==> config.mk <==
export PLATFORM = sky130hd
export DESIGN_NAME = cpg_strand_record_merger
export DESIGN_NICKNAME = d
export VERILOG_FILES = /design/src/rtl/core/csrm_pkg.sv /design/src/rtl/core/csrm_beta_unit.sv /design/src/rtl/core/cpg_strand_record_merger.sv
export SDC_FILE = /design/constraint.sdc
export NUM_CORES = 2
export LEC_CHECK = 0
export CAP_MARGIN = 25
export CORE_MARGIN = 2
export CORE_UTILIZATION = 40
export CTS_CLUSTER_DIAMETER = 100
export CTS_CLUSTER_SIZE = 24
export DETAILED_ROUTE_END_ITERATION = 7
export DONT_BUFFER_PORTS = 1
export PLACE_DENSITY = 0.59
export REMOVE_ABC_BUFFERS = 1
export SYNTH_ARGS = -nofsm -noshare
export SYNTH_HDL_FRONTEND = slang
export SYNTH_HIERARCHICAL = 1
export SYNTH_SLANG_ARGS = --single-unit
==> constraint.sdc <==
create_clock -name clk_i -period 29.2 [get_ports clk_i]
set_input_delay 4.38 -clock clk_i [delete_from_list [all_inputs] [get_ports clk_i]]
set_output_delay 4.38 -clock clk_i [all_outputs]
set_load 0.02 [all_outputs]
==> src/rtl/core/csrm_pkg.sv <==
`timescale 1ns / 1ps
// ----------------------------------------------------------------------------
// csrm_pkg: shared types and constants for the CpG strand record merger
// Base codes, sample count, beta constants and register indexes.
// ----------------------------------------------------------------------------
package csrm_pkg;

  localparam int unsigned SAMPLES = 4;

  localparam logic [1:0] BASE_C     = 2'd0;
  localparam logic [1:0] BASE_G     = 2'd1;
  localparam logic [1:0] BASE_OTHER = 2'd2;

  localparam logic [16:0] BETA_ONE = 17'd32768;

  localparam logic [1:0] REG_MIN_DEPTH = 2'd0;
  localparam logic [1:0] REG_NOME_MODE = 2'd1;

  // One sample's strand data as handed to the divider.
  typedef struct packed {
    logic [15:0] c_beta;
    logic [15:0] c_depth;
    logic [15:0] g_beta;
    logic [15:0] g_depth;
  } sample_t;

  function automatic logic [1:0] norm_base(input logic [1:0] b);
    norm_base = (b == 2'd3) ? BASE_OTHER : b;
  endfunction

endpackage

==> src/rtl/core/csrm_beta_unit.sv <==
`timescale 1ns / 1ps
// ----------------------------------------------------------------------------
// csrm_beta_unit: merged beta of one sample
// Two strand counts through one shared multiplier, then a radix-2 divider.
// ----------------------------------------------------------------------------
module csrm_beta_unit (
  input  logic              clk_i,
  input  logic              rst_ni,
  input  logic              start_i,
  input  csrm_pkg::sample_t smp_i,
  output logic              done_o,
  output logic [15:0]       beta_o
);

  typedef enum logic [4:0] {
    B_IDLE = 5'b00001,
    B_MULC = 5'b00010,
    B_MULG = 5'b00100,
    B_DIV  = 5'b01000,
    B_DONE = 5'b10000
  } bstate_e;

  bstate_e     state_q, state_d;
  logic [17:0] num_q;       // rounded C strand count
  logic [17:0] cov_q;       // C depth plus G depth, one bit of headroom
  logic [33:0] rem_q;       // dividend shift register, 2*num*2^15 + cov
  logic [18:0] quo_q;
  logic [19:0] part_q;      // partial remainder
  logic [5:0]  cnt_q;

  logic [15:0] mul_a, mul_b;
  logic [31:0] prod;
  logic [16:0] cnt_rnd;
  logic [16:0] q_raw;
  logic [15:0] r_raw;
  logic [19:0] part_sh;
  logic [19:0] div2;

  assign mul_a = (state_q == B_MULC) ? smp_i.c_beta  : smp_i.g_beta;
  assign mul_b = (state_q == B_MULC) ? smp_i.c_depth : smp_i.g_depth;
  assign prod  = mul_a * mul_b;
  assign q_raw = prod[31:15];
  assign r_raw = {1'b0, prod[14:0]};
  // Ties round to even.
  assign cnt_rnd = q_raw + 17'((r_raw > 16'h4000) || (r_raw == 16'h4000 && q_raw[0]));

  assign part_sh = {part_q[18:0], rem_q[33]};
  assign div2    = {1'b0, cov_q, 1'b0};

  always_comb begin
    state_d = state_q;
    case (state_q)
      B_IDLE:  if (start_i) state_d = B_MULC;
      B_MULC:  state_d = B_MULG;
      B_MULG:  state_d = B_DIV;
      B_DIV:   if (cnt_q == 6'd33) state_d = B_DONE;
      B_DONE:  state_d = B_IDLE;
      default: state_d = B_IDLE;
    endcase
  end

  always_ff @(posedge clk_i or negedge rst_ni) begin
    if (!rst_ni) begin
      state_q <= B_IDLE;
      cnt_q   <= '0;
    end else begin
      state_q <= state_d;
      if (state_q == B_DIV) cnt_q <= cnt_q + 6'd1;
      else cnt_q <= '0;
    end
  end

  always_ff @(posedge clk_i) begin
    case (state_q)
      B_IDLE: begin
        num_q <= '0;
        cov_q <= {2'b0, smp_i.c_depth} + {2'b0, smp_i.g_depth};
      end
      B_MULC: num_q <= {1'b0, cnt_rnd};
      B_MULG: begin
        rem_q  <= {(num_q + {1'b0, cnt_rnd}), 16'b0} + {16'b0, cov_q};
        part_q <= '0;
        quo_q  <= '0;
      end
      B_DIV: begin
        rem_q <= {rem_q[32:0], 1'b0};
        if (part_sh >= div2) begin
          part_q <= part_sh - div2;
          quo_q  <= {quo_q[17:0], 1'b1};
        end else begin
          part_q <= part_sh;
          quo_q  <= {quo_q[17:0], 1'b0};
        end
      end
      default: ;
    endcase
  end

  assign done_o = (state_q == B_DONE);
  always_comb begin
    if (cov_q == '0) beta_o = '0;
    else if (quo_q > {2'b0, csrm_pkg::BETA_ONE}) beta_o = csrm_pkg::BETA_ONE[15:0];
    else beta_o = quo_q[15:0];
  end

  a_mul_seq: assert property (@(posedge clk_i) disable iff (!rst_ni)
    state_q == B_MULC |=> state_q == B_MULG) else $error("mul sequence broken");
  a_div_len: assert property (@(posedge clk_i) disable iff (!rst_ni)
    state_q == B_DONE |-> $past(cnt_q) == 6'd33) else $error("divider length");
  a_start: assert property (@(posedge clk_i) disable iff (!rst_ni)
    start_i && state_q == B_IDLE |=> state_q == B_MULC) else $error("start lost");

endmodule

==> src/rtl/core/cpg_strand_record_merger.sv <==
`timescale 1ns / 1ps
// ----------------------------------------------------------------------------
// cpg_strand_record_merger: pairs C and G strand records of a CpG site
// Holds one record, merges the G record that follows a C record, and
// reports the held record as one transaction per sample.
// ----------------------------------------------------------------------------
// Channel  Direction  Handshake          Payload
// in       input      in_valid/in_ready  record fields, flush
// out      output     out_valid/out_ready per-sample result fields
// cfg      input      cfg_we_i           cfg_idx_i, cfg_data_i
//
// An input transaction that reports nothing leaves the block idle and ready.
// A reported record goes, per sample, through the shared multiply and
// divide unit (start, two multiplies, 34 divide steps, one result step),
// followed by an output handshake that waits for the receiver.
// Reset empties the held record; the block then accepts at once.
// in_ready is low from the acceptance of a record that reports until its last sample has been taken.
// ----------------------------------------------------------------------------
module cpg_strand_record_merger (
  input  logic        clk_i,
  input  logic        rst_ni,
  input  logic        cfg_we_i,
  input  logic [1:0]  cfg_idx_i,
  input  logic [15:0] cfg_data_i,
  input  logic        in_valid_i,
  output logic        in_ready_o,
  input  logic [15:0] chrom_id_i,
  input  logic [31:0] position_i,
  input  logic [1:0]  ref_base_i,
  input  logic [1:0]  base_before_i,
  input  logic [1:0]  base_after_i,
  input  logic [63:0] betas_i,
  input  logic [63:0] depths_i,
  input  logic        flush_i,
  output logic        out_valid_o,
  input  logic        out_ready_i,
  output logic [15:0] chrom_out_o,
  output logic [31:0] start_out_o,
  output logic [32:0] end_out_o,
  output logic [1:0]  sample_index_o,
  output logic [15:0] merged_beta_o,
  output logic [16:0] coverage_o,
  output logic [15:0] c_beta_out_o,
  output logic [15:0] c_depth_out_o,
  output logic [15:0] g_beta_out_o,
  output logic [15:0] g_depth_out_o,
  output logic        last_sample_o
);

  localparam int unsigned S = csrm_pkg::SAMPLES;

  typedef enum logic [3:0] {
    ST_IDLE = 4'b0001,
    ST_CALC = 4'b0010,
    ST_WAIT = 4'b0100,
    ST_OUT  = 4'b1000
  } state_e;

  state_e state_q;
  logic [15:0] min_depth_q;
  logic        nome_q;

  logic        hv_q;
  logic [15:0] hchrom_q;
  logic [31:0] hstart_q;
  logic [1:0]  href_q, hbefore_q, hafter_q;
  logic [15:0] hcb_q [S];
  logic [15:0] hcd_q [S];
  logic [15:0] hgb_q [S];
  logic [15:0] hgd_q [S];

  // Snapshot of the record being reported.
  logic [15:0] ochrom_q;
  logic [31:0] ostart_q;
  logic [32:0] oend_q;
  csrm_pkg::sample_t osmp_q [S];
  logic [1:0]  sidx_q;
  logic [15:0] obeta_q;
  logic        bstart_q;

  logic [1:0]  rb, bb, ba;
  logic        merge;
  logic        acc;
  logic [15:0] gb_eff [S];
  logic [15:0] gd_eff [S];
  logic [16:0] cov_s [S];
  logic [16:0] maxd;
  logic        report;
  logic [32:0] e_calc;
  logic [31:0] s_calc;
  logic        bdone;
  logic [15:0] bbeta;

  assign rb = csrm_pkg::norm_base(ref_base_i);
  assign bb = csrm_pkg::norm_base(base_before_i);
  assign ba = csrm_pkg::norm_base(base_after_i);

  assign in_ready_o = (state_q == ST_IDLE);
  assign acc = in_valid_i && in_ready_o;

  assign merge = !flush_i && hv_q && chrom_id_i == hchrom_q &&
                 {1'b0, position_i} == {1'b0, hstart_q} + 33'd1 &&
                 rb == csrm_pkg::BASE_G && href_q == csrm_pkg::BASE_C &&
                 (!nome_q || (hbefore_q != csrm_pkg::BASE_G && ba != csrm_pkg::BASE_C));

  // Coverage of the record that would be reported, G data already joined.
  always_comb begin
    maxd = '0;
    for (int i = 0; i < S; i++) begin
      gb_eff[i] = merge ? betas_i[16*i +: 16]  : hgb_q[i];
      gd_eff[i] = merge ? depths_i[16*i +: 16] : hgd_q[i];
      cov_s[i]  = {1'b0, hcd_q[i]} + {1'b0, gd_eff[i]};
      if (cov_s[i] > maxd) maxd = cov_s[i];
    end
  end
  assign report = hv_q && maxd != '0 && maxd >= {1'b0, min_depth_q};

  always_comb begin
    s_calc = hstart_q;
    e_calc = {1'b0, hstart_q} + 33'd1;
    if (href_q == csrm_pkg::BASE_C && hafter_q == csrm_pkg::BASE_G)
      e_calc = {1'b0, hstart_q} + 33'd2;
    else if (href_q == csrm_pkg::BASE_G && hbefore_q == csrm_pkg::BASE_C &&
             hstart_q != '0)
      s_calc = hstart_q - 32'd1;
  end

  always_ff @(posedge clk_i or negedge rst_ni) begin
    if (!rst_ni) begin
      min_depth_q <= '0;
      nome_q      <= 1'b0;
    end else if (cfg_we_i) begin
      if (cfg_idx_i == csrm_pkg::REG_MIN_DEPTH) min_depth_q <= cfg_data_i;
      else if (cfg_idx_i == csrm_pkg::REG_NOME_MODE) nome_q <= cfg_data_i[0];
    end
  end

  always_ff @(posedge clk_i or negedge rst_ni) begin
    if (!rst_ni) begin
      state_q  <= ST_IDLE;
      hv_q     <= 1'b0;
      sidx_q   <= '0;
      bstart_q <= 1'b0;
    end else begin
      bstart_q <= 1'b0;
      case (state_q)
        ST_IDLE: begin
          if (acc) begin
            hv_q <= !flush_i && !merge;
            if (report) begin
              state_q  <= ST_CALC;
              sidx_q   <= '0;
              bstart_q <= 1'b1;
            end
          end
        end
        ST_CALC: if (bdone) state_q <= ST_OUT;
        ST_OUT: begin
          if (out_ready_i) begin
            if (sidx_q == 2'(S - 1)) state_q <= ST_IDLE;
            else begin
              sidx_q   <= sidx_q + 2'd1;
              state_q  <= ST_WAIT;
              bstart_q <= 1'b1;
            end
          end
        end
        ST_WAIT: state_q <= ST_CALC;
        default: state_q <= ST_IDLE;
      endcase
    end
  end

  // Held record and report snapshot; payload only.
  always_ff @(posedge clk_i) begin
    if (acc) begin
      ochrom_q <= hchrom_q;
      ostart_q <= s_calc;
      oend_q   <= e_calc;
      for (int i = 0; i < S; i++) begin
        osmp_q[i].c_beta  <= hcb_q[i];
        osmp_q[i].c_depth <= hcd_q[i];
        osmp_q[i].g_beta  <= gb_eff[i];
        osmp_q[i].g_depth <= gd_eff[i];
      end
      if (!flush_i && !merge) begin
        hchrom_q  <= chrom_id_i;
        hstart_q  <= position_i;
        href_q    <= rb;
        hbefore_q <= bb;
        hafter_q  <= ba;
        for (int i = 0; i < S; i++) begin
          if (rb == csrm_pkg::BASE_G) begin
            hgb_q[i] <= betas_i[16*i +: 16];
            hgd_q[i] <= depths_i[16*i +: 16];
            hcb_q[i] <= '0;
            hcd_q[i] <= '0;
          end else begin
            hcb_q[i] <= betas_i[16*i +: 16];
            hcd_q[i] <= depths_i[16*i +: 16];
            hgb_q[i] <= '0;
            hgd_q[i] <= '0;
          end
        end
      end
    end
    if (bdone) obeta_q <= bbeta;
  end

  csrm_beta_unit u_beta (
    .clk_i   (clk_i),
    .rst_ni  (rst_ni),
    .start_i (bstart_q),
    .smp_i   (osmp_q[sidx_q]),
    .done_o  (bdone),
    .beta_o  (bbeta)
  );

  assign out_valid_o    = (state_q == ST_OUT);
  assign chrom_out_o    = ochrom_q;
  assign start_out_o    = ostart_q;
  assign end_out_o      = oend_q;
  assign sample_index_o = sidx_q;
  assign merged_beta_o  = obeta_q;
  assign coverage_o     = {1'b0, osmp_q[sidx_q].c_depth} + {1'b0, osmp_q[sidx_q].g_depth};
  assign c_depth_out_o  = osmp_q[sidx_q].c_depth;
  assign g_depth_out_o  = osmp_q[sidx_q].g_depth;
  assign c_beta_out_o   = (osmp_q[sidx_q].c_depth != '0) ? osmp_q[sidx_q].c_beta : '0;
  assign g_beta_out_o   = (osmp_q[sidx_q].g_depth != '0) ? osmp_q[sidx_q].g_beta : '0;
  assign last_sample_o  = (sidx_q == 2'(S - 1));

  a_no_accept_busy: assert property (@(posedge clk_i) disable iff (!rst_ni)
    state_q != ST_IDLE |-> !in_ready_o) else $error("ready while busy");
  a_flush_empties: assert property (@(posedge clk_i) disable iff (!rst_ni)
    acc && flush_i |=> !hv_q) else $error("flush left a record");
  a_merge_empties: assert property (@(posedge clk_i) disable iff (!rst_ni)
    acc && merge |=> !hv_q) else $error("merge left a record");
  a_last_ends: assert property (@(posedge clk_i) disable iff (!rst_ni)
    out_valid_o && out_ready_i && last_sample_o |=> state_q == ST_IDLE)
    else $error("record did not end");

endmodule

==> metrics.yaml <==
postSynth.asyncResetShare_pct: 4.47
synth_flop_cell: "edfxtp_1"
synth_top_area_share_pct: 43.0
cts_sinks: 805
cts-resized-gates: 0
synthesis.area_um2: 51500
yosys_warnings: 6
numPortBuffers: 0
die_area_um2: 132000
required_ps: 29750
drtPass1Iterations: 6
finalHoldViolCount: 0
drc: 0
synth_cell_types: 99
fp.dieW_um: 363
cpMostUsedCell: "o21ai_0"
initial_core_util_pct: 40.3
crit_type: "in -> reg"
grt_pass1_wl_mm: 208
drive_gt1_share_pct: 8.42
synth_edf_count: 737
clk_latency_ps: 670
cts_setup_buffers: 0
clock.fmax_mhz: 55.4
rrSetupSlack_ps: 13790
rsz0062_at_grt: "false"
cts_inserted_buffers: 43
routed_wl_mm: 140
rr_worst_depth: 54
critPathMaxStageDelay_ps: 830
cts_buffer_depth: 3
grt_pass1_vias: 32600
period_share_pct: 61.8
die_y_um: 363
crit_arrival_ps: 18580
maxCapViolCount: 0
final_core_util_pct: 42.8
whs_endpoint: "osmp_q[3][54]$_DFFE_PP_"
drt_iter0_drc: 2851
ctsHoldBuffers: 0
nets: 5105
worstPathMaxFanout: 36
hpwl_mm: 106
start_kind: "input pin"
overflow: 0
antenna_found_initial: 10
grt_start_max_net_pins: 108
slew_headroom_pct: 29.3
synthTopCellsByArea: "edfxtp_1 (43%), fa_1 (7.9%), ha_1 (7.6%), nand2_1 (3.5%), xnor2_1 (3.2%)"
critPathCaptureType: "flop"
clk_pin_slew_worst_paths_ps: 100
worstReg2RegStart: "hstart_q[3]$_DFFE_PP_"
clock-root-buffer: "clkbuf_16"
cts_tree: "built"
status: "complete, no violations"
crit_slowest_cell: "nor2_1"
layout_min_cycle_time_ps: 18040
min_from: "hcb_q[3][6]$_SDFFCE_PN0P_"
cts.htree.levels: 2
r2r_end: "sample_index_o[1]$_DFFE_PN0P_"
grt_util_all_layers_pct: 20.8
synthesis.instances: 4457
ios: 389
ys_ff_latch: 805
num_rows: 131
coreArea_um2: 128000
synth_largest_area_cell: "edfxtp_1"
maxSlewViolCount: 0
finClkSkew_ps: 34.1
tightest_slew_ps: 1050
routedWlPerCell_um: 23.0
setup_viol: 0
yosysSeqAreaShare_pct: 46.0
syn_to_final_growth_pct: 6.15
hold_class: "reg -> reg"
synth_area_per_cell_um2: 11.5
vias: 33300
routabilityCongestion: 0.904
hold_depth: 0
final.setup.tns_ps: 0
ant_nets: 0
drt-vias-per-instance: 5.47
state kept, by name, indices dropped and copies added, names as in the netlist, 32 cells and up:
name          flops
start_out_o      32
hstart_q         32
hgb_q            64
osmp_q          256
u_beta/rem_q     34
hcd_q            64
hgd_q            64
hcb_q            64
end_out_o        33
worst max path at each step:
stage / startpoint / endpoint / slack (ps) / cells past startpoint
floorplan: ref_base_i[0] / sample_index_o[1]$_DFFE_PN0P_ / 7000 / 50
global placement: ref_base_i[0] / sample_index_o[1]$_DFFE_PN0P_ / 10690 / 56
detailed placement: ref_base_i[0] / sample_index_o[1]$_DFFE_PN0P_ / 10560 / 56
CTS: ref_base_i[0] / sample_index_o[0]$_DFFE_PN0P_ / 11250 / 56
global route: ref_base_i[0] / sample_index_o[0]$_DFFE_PN0P_ / 10110 / 56
finish: ref_base_i[0] / sample_index_o[1]$_DFFE_PN0P_ / 11170 / 56
layout by cell type (no fill, tap or decap), drive strengths merged, types with 17 or more instances in the layout:
master,count
nor2,298
or3,20
nand2,477
xnor2,189
a31oi,18
inv,350
xor2,92
nand4,49
clkbuf,66
nand3,100
o211ai,23
buf,54
a211oi,30
o21ai,151
nor4,43
ha,313
fa,202
nor3,67
and2,223
a21o,55
edfxtp,737
a21boi,18
nand2b,22
o31ai,17
mux2i,60
dfrtp,34
o21a,24
mux4,64
dfxtp,32
mux2,140
a21oi,147
nor2b,117
critical path, delay by kind of cell:
family	cells	cell delay [ps]
compound gates	25	5650
xor+xnor	1	150
simple gates	18	4280
buf+inv	5	1870
mux	2	540
fa+ha+maj	5	1570
metrics by stage:
stage / hold WS (ps) / worst slack, ps / cells / cell area [um^2]
4_1_cts: 422 / 11250 / 6078 / 54600
5_1_grt: 430 / 10110 / 6080 / 54600
3_3_place_gp: 401 / 10690 / 5995 / 53200
3_5_place_dp: 405 / 10560 / 5999 / 53200
6_report: 422 / 11170 / 6083 / 54600
2_1_floorplan: 400 / 7000 / 4284 / 50600
cells in the mapped netlist, drive strengths merged (117+ instances only):
cell / count
a21oi: 147
and2: 223
edfxtp: 737
fa: 202
ha: 313
inv: 343
mux2: 140
nand2: 477
nor2: 298
nor2b: 117
o21ai: 151
xnor2: 189
cell type report:
type | instances | area (um^2)
multi-input combinational | 3135 | 25700
clock inverter | 14 | 178
inverter | 344 | 1310
timing repair buffer | 55 | 468
sequential | 805 | 23700
clock buffer | 65 | 1190
antenna | 3 | 7.51
tap | 1662 | 2080
fill | 11900 | 73100
cells by family after synthesis:
| family | share of synthesized area, % |
|---|---|
| multiplexers | 7.83 |
| buffers and inverters | 4.16 |
| XOR/XNOR | 4.86 |
| AND/OR/NAND/NOR | 14.4 |
| AO/OA/AOI/OAI | 7.26 |
| flip-flops | 46.0 |
| adder cells (fa/ha/maj) | 15.5 |
routing by layer:
metal  routed length [um]  vias up  GRT usage [%]
met1                60600    16600           27.9
met3                10600      156           5.18
li1                     -    15600              -
met4                 3260        8           4.91
met2                65200      955           34.0
met5                   52        -              0
Power is left out: the tool's default activity adds up to more than one toggle a clock period on the data nets, which glitch-free logic cannot reach.
